File: src/tts_pkg.sv
package tts_pkg;

    localparam int MAX_TASKS   = 32;
    localparam int MAX_RESULTS = 32;
    localparam int IDX_W       = (MAX_TASKS > 1) ? $clog2(MAX_TASKS) : 1;
    localparam int CNT_W       = $clog2(MAX_TASKS + 1);
    localparam int RCNT_W      = (MAX_RESULTS > 1) ? $clog2(MAX_RESULTS) : 1;
    localparam int TICKS_W     = 29;
    localparam int SLOT_OUT_W  = 6;

    localparam logic [31:0] DIV10_MUL = 32'hCCCC_CCCD;
    localparam logic [SLOT_OUT_W-1:0] FULL_SLOT = SLOT_OUT_W'(MAX_TASKS % 64);

    typedef enum logic [1:0] {
        CMD_TICK = 2'd0,
        CMD_ADD  = 2'd1,
        CMD_DEL  = 2'd2,
        CMD_DISP = 2'd3
    } cmd_t;

    typedef enum logic [2:0] {
        RK_TICK    = 3'd0,
        RK_ADDED   = 3'd1,
        RK_FULL    = 3'd2,
        RK_DELETED = 3'd3,
        RK_DELFAIL = 3'd4,
        RK_DUE     = 3'd5,
        RK_NONE    = 3'd6
    } kind_t;

    typedef enum logic [1:0] {
        ERR_NONE = 2'd0,
        ERR_FULL = 2'd1,
        ERR_DEL  = 2'd2
    } err_t;

    typedef struct packed {
        logic [7:0]         tag;
        logic [TICKS_W-1:0] delay;
        logic [TICKS_W-1:0] period;
        logic [7:0]         pending;
    } slot_t;

    // controller to datapath
    typedef struct packed {
        logic             capture;
        logic             div_dly;
        logic             div_per;
        logic             rd_en;
        logic [IDX_W-1:0] rd_addr;
        logic             ev_en;
        logic [IDX_W-1:0] ev_addr;
        logic             op_tick;
        logic             cnt_last;
        logic             add_wr;
        logic             add_full;
        logic             del_do;
        logic             tick_done;
        logic             none_due;
    } ctl_cmd_t;

    // datapath to controller
    typedef struct packed {
        logic out_free;
        logic valid_at;
        logic nz_any;
        logic ev_emit;
        logic ev_last;
    } dp_sts_t;

    // exact floor(x / 10) for any 32-bit x
    function automatic logic [TICKS_W-1:0] div10(input logic [31:0] x);
        logic [63:0] p;
        p = x * DIV10_MUL;
        return p[63:35];
    endfunction

endpackage

File: src/tts_ctrl.sv
module tts_ctrl import tts_pkg::*; (
    input  logic     aclk,
    input  logic     aresetn,
    input  logic     s_tvalid,
    output logic     s_tready,
    input  logic [1:0] s_cmd,
    input  dp_sts_t  sts,
    output ctl_cmd_t cmd
);

    typedef enum logic [9:0] {
        S_IDLE  = 10'b00_0000_0001,
        S_DIVD  = 10'b00_0000_0010,
        S_DIVP  = 10'b00_0000_0100,
        S_ASCAN = 10'b00_0000_1000,
        S_AWR   = 10'b00_0001_0000,
        S_AFULL = 10'b00_0010_0000,
        S_DEL   = 10'b00_0100_0000,
        S_DCHK  = 10'b00_1000_0000,
        S_SCAN  = 10'b01_0000_0000,
        S_TEND  = 10'b10_0000_0000
    } state_t;

    state_t              state_reg, state_next;
    logic [CNT_W-1:0]    idx_reg, idx_next;
    logic                ev_valid_reg, ev_valid_next;
    logic [IDX_W-1:0]    ev_idx_reg, ev_idx_next;
    logic                op_tick_reg, op_tick_next;
    logic [RCNT_W-1:0]   cnt_reg, cnt_next;
    logic                stall;

    assign s_tready = (state_reg == S_IDLE);
    assign stall    = ev_valid_reg && sts.ev_emit && !sts.out_free;

    always_comb begin
        state_next    = state_reg;
        idx_next      = idx_reg;
        ev_valid_next = ev_valid_reg;
        ev_idx_next   = ev_idx_reg;
        op_tick_next  = op_tick_reg;
        cnt_next      = cnt_reg;

        cmd           = '0;
        cmd.rd_addr   = idx_reg[IDX_W-1:0];
        cmd.ev_addr   = ev_idx_reg;
        cmd.op_tick   = op_tick_reg;
        cmd.cnt_last  = (cnt_reg == RCNT_W'(MAX_RESULTS - 1));

        unique case (state_reg)
            S_IDLE: begin
                idx_next      = '0;
                ev_valid_next = 1'b0;
                cnt_next      = '0;
                if (s_tvalid) begin
                    cmd.capture  = 1'b1;
                    op_tick_next = (cmd_t'(s_cmd) == CMD_TICK);
                    unique case (cmd_t'(s_cmd))
                        CMD_TICK: state_next = S_SCAN;
                        CMD_ADD:  state_next = S_DIVD;
                        CMD_DEL:  state_next = S_DEL;
                        CMD_DISP: state_next = S_DCHK;
                        default:  state_next = S_IDLE;
                    endcase
                end
            end
            S_DIVD: begin
                cmd.div_dly = 1'b1;
                state_next  = S_DIVP;
            end
            S_DIVP: begin
                cmd.div_per = 1'b1;
                state_next  = S_ASCAN;
            end
            S_ASCAN: begin
                if (!sts.valid_at) begin
                    state_next = S_AWR;
                end else if (idx_reg == CNT_W'(MAX_TASKS - 1)) begin
                    state_next = S_AFULL;
                end else begin
                    idx_next = idx_reg + 1'b1;
                end
            end
            S_AWR: begin
                if (sts.out_free) begin
                    cmd.add_wr = 1'b1;
                    state_next = S_IDLE;
                end
            end
            S_AFULL: begin
                if (sts.out_free) begin
                    cmd.add_full = 1'b1;
                    state_next   = S_IDLE;
                end
            end
            S_DEL: begin
                if (sts.out_free) begin
                    cmd.del_do = 1'b1;
                    state_next = S_IDLE;
                end
            end
            S_DCHK: begin
                if (sts.nz_any) begin
                    state_next = S_SCAN;
                end else if (sts.out_free) begin
                    cmd.none_due = 1'b1;
                    state_next   = S_IDLE;
                end
            end
            S_SCAN: begin
                // read of slot idx overlaps the update of the slot before it
                if (!stall) begin
                    cmd.ev_en = ev_valid_reg;
                    if (idx_reg < CNT_W'(MAX_TASKS)) begin
                        cmd.rd_en     = 1'b1;
                        idx_next      = idx_reg + 1'b1;
                        ev_valid_next = 1'b1;
                        ev_idx_next   = idx_reg[IDX_W-1:0];
                    end else begin
                        ev_valid_next = 1'b0;
                    end
                    if (ev_valid_reg && sts.ev_emit) begin
                        cnt_next = cnt_reg + 1'b1;
                        if (sts.ev_last) begin
                            state_next = S_IDLE;
                        end
                    end else if (idx_reg == CNT_W'(MAX_TASKS) && !ev_valid_reg) begin
                        state_next = op_tick_reg ? S_TEND : S_IDLE;
                    end
                end
            end
            S_TEND: begin
                if (sts.out_free) begin
                    cmd.tick_done = 1'b1;
                    state_next    = S_IDLE;
                end
            end
            default: state_next = S_IDLE;
        endcase
    end

    always_ff @(posedge aclk) begin
        if (!aresetn) begin
            state_reg    <= S_IDLE;
            idx_reg      <= '0;
            ev_valid_reg <= 1'b0;
            ev_idx_reg   <= '0;
            op_tick_reg  <= 1'b0;
            cnt_reg      <= '0;
        end else begin
            state_reg    <= state_next;
            idx_reg      <= idx_next;
            ev_valid_reg <= ev_valid_next;
            ev_idx_reg   <= ev_idx_next;
            op_tick_reg  <= op_tick_next;
            cnt_reg      <= cnt_next;
        end
    end

endmodule

File: src/tts_dpath.sv
module tts_dpath import tts_pkg::*; (
    input  logic                  aclk,
    input  logic                  aresetn,
    input  ctl_cmd_t              cmd,
    output dp_sts_t               sts,
    input  logic [7:0]            in_sel,
    input  logic [7:0]            in_tag,
    input  logic [31:0]           in_dly,
    input  logic [31:0]           in_per,
    output logic                  m_tvalid,
    input  logic                  m_tready,
    output logic [2:0]            m_kind,
    output logic [SLOT_OUT_W-1:0] m_slot,
    output logic [7:0]            m_tag,
    output logic [1:0]            m_err,
    output logic                  m_last
);

    logic [7:0]           sel_reg, tag_reg;
    logic [31:0]          dly_ms_reg, per_ms_reg;
    logic [TICKS_W-1:0]   dticks_reg, pticks_reg;
    logic [TICKS_W-1:0]   quot;

    logic [MAX_TASKS-1:0] valid_reg, valid_next;
    logic [MAX_TASKS-1:0] nz_reg, nz_next;
    logic [MAX_TASKS-1:0] above;
    err_t                 err_reg, err_next;

    slot_t                mem [MAX_TASKS];
    slot_t                rd_reg;
    logic                 wr_en;
    logic [IDX_W-1:0]     wr_addr;
    slot_t                wr_data;
    slot_t                upd;
    logic [7:0]           pend_dec;
    logic [IDX_W-1:0]     del_addr;

    logic                  emit;
    kind_t                 o_kind;
    logic [SLOT_OUT_W-1:0] o_slot;
    logic [7:0]            o_tag;
    logic                  o_last;

    logic                  m_tvalid_reg;
    logic [2:0]            m_kind_reg;
    logic [SLOT_OUT_W-1:0] m_slot_reg;
    logic [7:0]            m_tag_reg;
    logic [1:0]            m_err_reg;
    logic                  m_last_reg;

    // shared divide-by-ten multiplier, delay first then period
    assign quot = div10(cmd.div_per ? per_ms_reg : dly_ms_reg);

    assign above        = (nz_reg >> cmd.ev_addr) >> 1;
    assign del_addr     = sel_reg[IDX_W-1:0];
    assign sts.out_free = !m_tvalid_reg || m_tready;
    assign sts.valid_at = valid_reg[cmd.rd_addr];
    assign sts.nz_any   = |nz_reg;
    assign sts.ev_emit  = !cmd.op_tick && nz_reg[cmd.ev_addr];
    assign sts.ev_last  = cmd.cnt_last || (above == '0);

    always_comb begin
        valid_next = valid_reg;
        nz_next    = nz_reg;
        err_next   = err_reg;
        wr_en      = 1'b0;
        wr_addr    = cmd.ev_addr;
        wr_data    = rd_reg;
        upd        = rd_reg;
        pend_dec   = rd_reg.pending - 8'd1;
        emit       = 1'b0;
        o_kind     = RK_TICK;
        o_slot     = '0;
        o_tag      = '0;
        o_last     = 1'b1;

        if (cmd.ev_en && cmd.op_tick && valid_reg[cmd.ev_addr]) begin
            if (rd_reg.delay == '0) begin
                if (rd_reg.pending != 8'hFF) begin
                    upd.pending = rd_reg.pending + 8'd1;
                end
                nz_next[cmd.ev_addr] = 1'b1;
                if (rd_reg.period != '0) begin
                    upd.delay = rd_reg.period;
                end
            end else begin
                upd.delay = rd_reg.delay - 1'b1;
            end
            wr_en   = 1'b1;
            wr_data = upd;
        end

        if (cmd.ev_en && sts.ev_emit) begin
            emit   = 1'b1;
            o_kind = RK_DUE;
            o_slot = SLOT_OUT_W'(cmd.ev_addr);
            o_tag  = rd_reg.tag;
            o_last = sts.ev_last;
            if (rd_reg.period == '0) begin
                // one-shot task leaves the table with any extra runs
                valid_next[cmd.ev_addr] = 1'b0;
                nz_next[cmd.ev_addr]    = 1'b0;
            end else begin
                upd.pending          = pend_dec;
                wr_en                = 1'b1;
                wr_data              = upd;
                nz_next[cmd.ev_addr] = (pend_dec != 8'd0);
            end
        end

        if (cmd.add_wr) begin
            wr_en                 = 1'b1;
            wr_addr               = cmd.rd_addr;
            wr_data.tag           = tag_reg;
            wr_data.delay         = dticks_reg;
            wr_data.period        = pticks_reg;
            wr_data.pending       = 8'd0;
            valid_next[cmd.rd_addr] = 1'b1;
            nz_next[cmd.rd_addr]    = 1'b0;
            emit                  = 1'b1;
            o_kind                = RK_ADDED;
            o_slot                = SLOT_OUT_W'(cmd.rd_addr);
        end

        if (cmd.add_full) begin
            err_next = ERR_FULL;
            emit     = 1'b1;
            o_kind   = RK_FULL;
            o_slot   = FULL_SLOT;
        end

        if (cmd.del_do) begin
            emit   = 1'b1;
            o_slot = sel_reg[SLOT_OUT_W-1:0];
            if (sel_reg >= 8'(MAX_TASKS)) begin
                err_next = ERR_DEL;
                o_kind   = RK_DELFAIL;
            end else begin
                if (!valid_reg[del_addr]) begin
                    err_next = ERR_DEL;
                    o_kind   = RK_DELFAIL;
                end else begin
                    o_kind   = RK_DELETED;
                end
                valid_next[del_addr] = 1'b0;
                nz_next[del_addr]    = 1'b0;
            end
        end

        if (cmd.tick_done) begin
            emit   = 1'b1;
            o_kind = RK_TICK;
        end

        if (cmd.none_due) begin
            emit   = 1'b1;
            o_kind = RK_NONE;
        end
    end

    // slot store: fields of a slot that is not valid are never used
    always_ff @(posedge aclk) begin
        if (wr_en) begin
            mem[wr_addr] <= wr_data;
        end
        if (cmd.rd_en) begin
            rd_reg <= mem[cmd.rd_addr];
        end
    end

    always_ff @(posedge aclk) begin
        if (cmd.capture) begin
            sel_reg    <= in_sel;
            tag_reg    <= in_tag;
            dly_ms_reg <= in_dly;
            per_ms_reg <= in_per;
        end
        if (cmd.div_dly) begin
            dticks_reg <= quot;
        end
        if (cmd.div_per) begin
            pticks_reg <= quot;
        end
        if (emit) begin
            m_kind_reg <= o_kind;
            m_slot_reg <= o_slot;
            m_tag_reg  <= o_tag;
            m_err_reg  <= err_next;
            m_last_reg <= o_last;
        end
    end

    always_ff @(posedge aclk) begin
        if (!aresetn) begin
            valid_reg    <= '0;
            nz_reg       <= '0;
            err_reg      <= ERR_NONE;
            m_tvalid_reg <= 1'b0;
        end else begin
            valid_reg <= valid_next;
            nz_reg    <= nz_next;
            err_reg   <= err_next;
            if (emit) begin
                m_tvalid_reg <= 1'b1;
            end else if (m_tready) begin
                m_tvalid_reg <= 1'b0;
            end
        end
    end

    assign m_tvalid = m_tvalid_reg;
    assign m_kind   = m_kind_reg;
    assign m_slot   = m_slot_reg;
    assign m_tag    = m_tag_reg;
    assign m_err    = m_err_reg;
    assign m_last   = m_last_reg;

    a_nz_implies_valid: assert property (@(posedge aclk) disable iff (!aresetn)
        (nz_reg & ~valid_reg) == '0)
        else $error("pending run on a free slot");

    a_emit_when_free: assert property (@(posedge aclk) disable iff (!aresetn)
        emit |-> sts.out_free)
        else $error("result loaded over an untaken result");

    a_emit_shows: assert property (@(posedge aclk) disable iff (!aresetn)
        emit |=> m_tvalid_reg)
        else $error("loaded result not presented");

    a_err_code: assert property (@(posedge aclk) disable iff (!aresetn)
        (err_reg != 2'd3) && (!cmd.ev_en || !cmd.add_wr))
        else $error("bad error code or overlapping slot commands");

endmodule

File: src/tick_task_scheduler_table_core.sv
// Time-triggered task table with stream channels.
// Input transaction: s_tuser holds the command (tick, add, delete, dispatch);
// s_tdata carries slot_select, task_tag, delay_ms and period_ms.
// Output transactions: m_tuser holds the result kind, m_tdata the slot,
// the due tag and the sticky error; m_tlast marks the final result of a
// command. A dispatch gives one result per due slot in slot order, or one
// "none due" result; every other command gives exactly one result.
// An add converts delay and period, in that order, on the shared divide-by-ten
// multiplier, then scans the slots for the first free one; a delete gives its
// result directly. Tick and dispatch sweep the slot store (one read and one
// write port) one slot per cycle while the output is not stalled, the read of the
// next slot overlapping the write of the current one: a tick gives its result
// after the whole sweep; a dispatch ends with its last due slot, or with the
// "none due" result when none is due.
// The next command is taken the cycle after the final result is loaded.
// Reset clears all slot valid bits, pending flags and the sticky error; the
// store itself needs no clearing. One output register holds each result; a
// stalled receiver holds the sweep at the next due slot until it is taken.
module tick_task_scheduler_table_core import tts_pkg::*; (
    input  logic        aclk,
    input  logic        aresetn,
    input  logic        s_tvalid,
    output logic        s_tready,
    input  logic [79:0] s_tdata,   // slot_select, task_tag, delay_ms, period_ms
    input  logic [1:0]  s_tuser,   // command
    output logic        m_tvalid,
    input  logic        m_tready,
    output logic [15:0] m_tdata,   // slot_number, due_tag, error_state
    output logic [2:0]  m_tuser,   // result_kind
    output logic        m_tlast
);

    ctl_cmd_t              cmd;
    dp_sts_t               sts;
    logic [SLOT_OUT_W-1:0] slot;
    logic [7:0]            tag;
    logic [1:0]            err;

    tts_ctrl u_ctrl (
        .aclk     (aclk),
        .aresetn  (aresetn),
        .s_tvalid (s_tvalid),
        .s_tready (s_tready),
        .s_cmd    (s_tuser),
        .sts      (sts),
        .cmd      (cmd)
    );

    tts_dpath u_dpath (
        .aclk     (aclk),
        .aresetn  (aresetn),
        .cmd      (cmd),
        .sts      (sts),
        .in_sel   (s_tdata[7:0]),
        .in_tag   (s_tdata[15:8]),
        .in_dly   (s_tdata[47:16]),
        .in_per   (s_tdata[79:48]),
        .m_tvalid (m_tvalid),
        .m_tready (m_tready),
        .m_kind   (m_tuser),
        .m_slot   (slot),
        .m_tag    (tag),
        .m_err    (err),
        .m_last   (m_tlast)
    );

    assign m_tdata = {err, tag, slot};

endmodule

File: config.mk
export PLATFORM = sky130hd
export DESIGN_NAME = tick_task_scheduler_table_core
export DESIGN_NICKNAME = d
export VERILOG_FILES = /design/src/tts_pkg.sv /design/src/tts_ctrl.sv /design/src/tts_dpath.sv /design/src/tick_task_scheduler_table_core.sv
export SDC_FILE = /design/constraint.sdc
export NUM_CORES = 2
export LEC_CHECK = 0
export ABC_AREA = 1
export ABC_CLOCK_PERIOD_IN_PS = 8000
export BUFFER_PORTS_ARGS = -buffer_cell sky130_fd_sc_hd__buf_2
export CAP_MARGIN = 5
export CORE_UTILIZATION = 55
export CTS_BUF_LIST = sky130_fd_sc_hd__clkbuf_16
export DETAILED_ROUTE_END_ITERATION = 12
export PLACE_DENSITY_LB_ADDON = 0.1
export SLEW_MARGIN = 20
export SYNTH_ARGS = -nofsm -noshare
export SYNTH_HDL_FRONTEND = slang
export SYNTH_SLANG_ARGS = --single-unit
File: constraint.sdc
create_clock -name aclk -period 8 [get_ports aclk]
set_input_delay 0 -clock aclk [delete_from_list [all_inputs] [get_ports aclk]]
set_output_delay 0 -clock aclk [all_outputs]
set_load 0.05 [all_outputs]
After elaboration in Yosys (flattened, before gate mapping)
Memory sizes are Yosys's and may differ from the RTL's. A register that Yosys moved wholly into a read port is not among the register bits.
Index checks and enable logic that the tools add are counted.
{"block": "classes", "add_sub_neg": 5, "n_mul": 1, "div": 0, "magnitude_cmp": 8, "n_eq_ne": 26, "shifts": 1, "mux": 105, "n_bitwise": 11, "n_reduce_logical": 34}
{"op": "$mux W32", "count": 13}
{"op": "$mux W66", "count": 3}
{"op": "$and A32 B32 Y32", "count": 5}
{"op": "$mux W10", "count": 10}
{"op": "$not A32 Y32", "count": 3}
{"op": "$mux W29", "count": 3}
{"op": "$mux W74", "count": 1}
{"op": "$pmux W10 S7", "count": 1}
{"op": "$mul A32 B32 Y64 const B", "count": 1}
{"op": "$or A32 B32 Y32", "count": 2}
{"op": "$logic_not A29 Y1", "count": 2}
{"op": "$pmux W10 S4", "count": 1}
{"op": "$mux W1", "count": 38}
{"op": "$mux W6", "count": 6}
{"op": "$bwmux W32", "count": 1}
{"op": "$logic_not A32 Y1", "count": 1}
{"op": "$reduce_or A32 Y1", "count": 1}
{"op": "$shr A32 B5 Y32", "count": 1}
{"op": "$reduce_bool A29 Y1", "count": 1}
{"op": "$sub A29 B1 Y29 const B", "count": 1}
{"op": "$mux W5", "count": 5}
{"op": "$mux W3", "count": 7}
{"op": "$bmux W1 S5", "count": 4}
{"op": "$lt A5 B6 Y1 const B", "count": 3}
{"op": "other kinds (46)", "count": 77}
{"block": "totals", "reg_bits": 253, "latch_bits": 0, "ramBits": 2368, "mem_bits_ro": 0, "in_bits": 86, "out_inout_bits": 22, "memories": 1}
{"name": "u_dpath.mem", "words": 32, "width": 74, "rd": 1, "rd_clocked_by_memory_dff": 1, "write_ports": 1, "line": "tts_dpath.sv:29", "text": "slot_t mem [MAX_TASKS];"}

Depth between registers and ports, before layout
{"block": "logic_depth", "word_depth": 18, "depth_mapped": 36, "depth_no_buf": 36}

Modules after synthesis
Synthesis repeated with hierarchy kept, for this count alone.
{"block": "hier_totals", "cells_unflattened": 10249, "area_unflattened_um2": 125905.8}
{"module": "tts_dpath", "instances": 1, "cells_each": 9951, "area_each_um2": 123962.6}
{"module": "tts_ctrl", "instances": 1, "cells_each": 298, "area_each_um2": 1943.1}

Least setup slack after synthesis
Ideal clock, no wire load.
{"block": "synth_path", "path_type": "reg2reg", "from": "reg u_ctrl.state_reg[4]", "to": "reg u_dpath.dticks_reg[24], data pin", "t_arrival_ns": 7.176, "slack_ns": 0.567, "path_stages_with_launch": 35, "path_buffers": 3, "synth_period_minus_slack_ns": 7.433, "cell_sequence": "dfxtp_1 > nor2_1 > nand2_2 > nor3_1 > buf_2 > buf_1 > buf_1 > nand2_1 > nand2_1 > ha_1 > inv_1 > fa_1 > inv_1 > fa_1 > inv_1 > fa_1 > inv_1 > fa_1 > fa_1 > fa_1 > inv_1 > fa_1 > inv_1 > ha_1 > nand2_1 > nor2_1 > inv_1 > nor2_1 > inv_1 > nor4_1 > nand2_1 > nand2_1 > nand2_1 > nand3_1 > nand2_1"}
{"block": "synth_via", "elab_chain_len": 4}
{"element": "start: declaration", "line": "tts_ctrl.sv:24", "text": "state_t state_reg, state_next;"}
{"element": "start signal: assignment", "line": "tts_ctrl.sv:150", "text": "state_reg <= state_next;"}
{"element": "$eq A10 B3 Y1", "line": "tts_ctrl.sv:49", "text": "unique case (state_reg)"}
{"element": "$mux W1", "line": "tts_ctrl.sv:49"}
{"element": "$mux W32", "line": "tts_dpath.sv:52", "text": "assign quot = div10(cmd.div_per ? per_ms_reg : dly_ms_reg);"}
{"element": "$mul A32 B32 Y64", "line": "tts_pkg.sv:74", "text": "p = x * DIV10_MUL;"}
{"element": "via u_dpath.quot[24]", "line": "tts_dpath.sv:22", "text": "logic [TICKS_W-1:0] quot;"}
{"element": "end signal: assignment", "line": "tts_dpath.sv:179", "text": "dticks_reg <= quot;"}
{"element": "end: declaration", "line": "tts_dpath.sv:21", "text": "logic [TICKS_W-1:0] dticks_reg, pticks_reg;"}
The timed path passes the listed nets, and every way through them passes these cells.
A chain may end at the register's enable or synchronous reset.

Worst setup path in the final report
{"block": "layout_path", "from": "reg u_ctrl.state_reg[6]", "to": "reg u_dpath.pticks_reg[6], data pin"}
{"block": "layout_via", "elab_chain_len": 4}
{"element": "$eq A10 B3 Y1", "line": "tts_ctrl.sv:49"}
{"element": "$mux W1", "line": "tts_ctrl.sv:49"}
{"element": "$mux W32", "line": "tts_dpath.sv:52"}
{"element": "$mul A32 B32 Y64", "line": "tts_pkg.sv:74"}
{"element": "via u_dpath.quot[6]", "line": "tts_dpath.sv:22"}
{"element": "end signal: assignment", "line": "tts_dpath.sv:182", "text": "pticks_reg <= quot;"}
{"element": "end: declaration", "line": "tts_dpath.sv:21"}
The timed path passes the listed nets, and every way through them passes these cells.

==> results.cfg <==
[yosys]
synth_nets = 11500
ys_async_sr_fraction = 0
synth-edff-count = 2600
yosysMostFrequentCell = edfxtp_1
netlist_top_cells_area = edfxtp_1, fa_1, o21ai_0
synth_top_cells_by_count = edfxtp_1, nor2_1, o21ai_0
synth_cells = 10600
synth_ff_type = edfxtp_1
synth_warnings = 0
synth_top_area_share = 0.620
ys_types = 59
ys_seq_elements = 2695
mappedNetlistArea_sq_um = 126000
yosysSeqAreaShare = 0.635
avgSynthCellArea_sq_um = 11.8
yosys.area.top_type = edfxtp_1

[place]
dpl.hpwl_um = 234000
place_congestion = 1.00
dpl_cell_area_sq_um = 132000
port_buffers = 107
dp.cells = 13500

[global_routing]
grt_first_pass_wirelength_um = 575000
gr-usage-all-layers = 0.341
grt_antenna_before_repair = 3
grt_pass1_vias = 84800
grt_max_degree = 185
grt-ovfl-total = 0

[drt]
dr_total_vias = 88500
vias_per_cell = 6.24
drt_iter0_markers = 11700
ant_nets = 0
avgRoutedWirePerCell_um = 27.9
drt_wl_total_um = 396000
first_pass_iters = 6
drc_errors = 0

[floorplanning]
num_rows = 175
io-pin-count = 108
fp.dieW_um = 481
initial_core_util = 0.554
die-area_sq_um = 231000
core-area_sq_um = 227000
die_h_um = 481

[cells_and_area]
final_nets = 11800
area_delta_synth_final_pct = 13.1
num-fill-cells = 17700
multiInputGateArea_sq_um = 41000
final_area_sq_um = 143000
drive_above_1_share = 0.0860
seq_area_sq_um = 80000
largest_reg_flops = 2368
layoutNonFillerInstCount = 14200

[worst_setup_path]
path_delay_family = adder cells
cp-end-kind = register
path_max_fanout = 7
worstPathArrival_ns = 8.37
cpPeakStageDelay_ns = 0.67
critPathLaunchType = register
critPathKind = reg -> reg
cpMaxStageDelayCell = fa_1
critPathBufInv = 4
worstPathRequired_ns = 8.67

[timing]
tightest_slew_ns = 1.18
setup_violations = 0
finalCriticalPeriod_ns = 7.70
slew_violations = 0
fmax_mhz = 130
holdWs_ns = 0.133
relSlewSlack = 0.213
finalCritPeriodShare = 0.963
fin_skew_ns = 0.105
tns_ns = 0
finalHoldViolations = 0

[hold_path]
min_path_type = in -> reg

[flow_run]
drv_cap = 0

[clocking]
cts_buffers = 295
cts_tree = built
clk-insertion-delay-late_ns = 0.97
htreeDepth = 5
cts.clk_slew.worst_paths_ns = 0.06
cts_buffer_depth = 4
root_buffer = clkbuf_16
clock_sinks = 2695

[outcome]
status = complete, no violations
-- stage by stage --
| step | utilization | setup slack (ns) |
|---|---|---|
| global placement | 0.579 | 0.167 |
| floorplan | - | 0.567 |
| detailed placement | 0.579 | 0.145 |
| finish | 0.627 | 0.300 |
| global route | 0.627 | -0.0105 |
| CTS | 0.626 | 0.103 |
-- final timing paths --
kind	to	slack, ns	depth (start not counted)	startpoint
worst min register to register	u_dpath.valid_reg[25]	0.47	2	u_dpath.valid_reg[25]
worst max-delay path	u_dpath.pticks_reg[6]	0.30	27	u_ctrl.state_reg[6]
worst min-delay path	u_ctrl.state_reg[7]	0.13	6	s_tuser[0]
worst max register to register	u_dpath.pticks_reg[6]	0.30	27	u_ctrl.state_reg[6]
-- layer usage --
layer,GRT usage,share of wire,vias to the layer above
met5,0,0,-
met1,0.486,0.40,44200
met3,0.0510,0.096,845
met2,0.537,0.46,4752
met4,0.121,0.038,0
li1,-,-,38700
-- cell families (layout without fill, tap and decap cells) --
family	Yosys count	in the layout	share of synthesized area
simple gates	2907	2907	0.0925
compound gates	2710	2710	0.124
flops	2695	2695	0.635
buf+inv	1488	2022	0.0457
fa+ha+maj	740	740	0.0965
xor+xnor	102	102	0.00709
other cells	0	2	0
-- worst reg2reg max path: stages (launching register included) --
cell	delay [ns]
dfxtp_1	0.33
nor2_2	0.18
nand2_2	0.12
nor3_4	0.22
buf_6	0.21
buf_4	0.15
nand2_1	0.06
nand2_1	0.21
ha_1	0.38
xor2_1	0.28
ha_1	0.25
or2_2	0.33
fa_1	0.42
fa_1	0.67
fa_1	0.51
fa_1	0.52
fa_1	0.42
ha_1	0.30
ha_1	0.36
nand2_1	0.11
buf_4	0.14
nor2_1	0.30
nand4_1	0.18
nor3_1	0.17
nand2_1	0.08
nand2_1	0.20
buf_4	0.16
xor2_1	0.25
-- layout make-up --
class                      instances  share of cell area
clock inverter                   198             0.00979
antenna                            2           0.0000351
sequential                      2695               0.561
clock buffer                     299              0.0525
inverter                         927              0.0246
multi-input combinational       6459               0.287
timing repair buffer             598              0.0382
tap                             3009              0.0264
-- what timing repair did --
item | CTS | global route
setup buffers | 0 | 0
gates resized for setup | 0 | 37
endpoints found under the hold margin | 190 | 0
hold buffers | 170 | 0
setup endpoints to repair | 0 | 56
-- placed cells by master (no fill, tap or decap), drive strengths merged, types with 95 or more instances in the layout --
master / netlist / layout
nor2: 1523 / 1523
fa: 387 / 387
ha: 353 / 353
nand2: 1004 / 1004
nand3: 246 / 246
o21ai: 1493 / 1493
dlygate4sd3: 0 / 170
o22ai: 600 / 600
dfxtp: 95 / 95
inv: 922 / 1005
buf: 77 / 428
a22o: 126 / 126
clkbuf: 484 / 299
clkinv: 5 / 95
a221oi: 141 / 141
edfxtp: 2600 / 2600
a21oi: 270 / 270
Power is not shown: default switching activity piles up to over one toggle a cycle in this logic, so the estimate is an artifact.
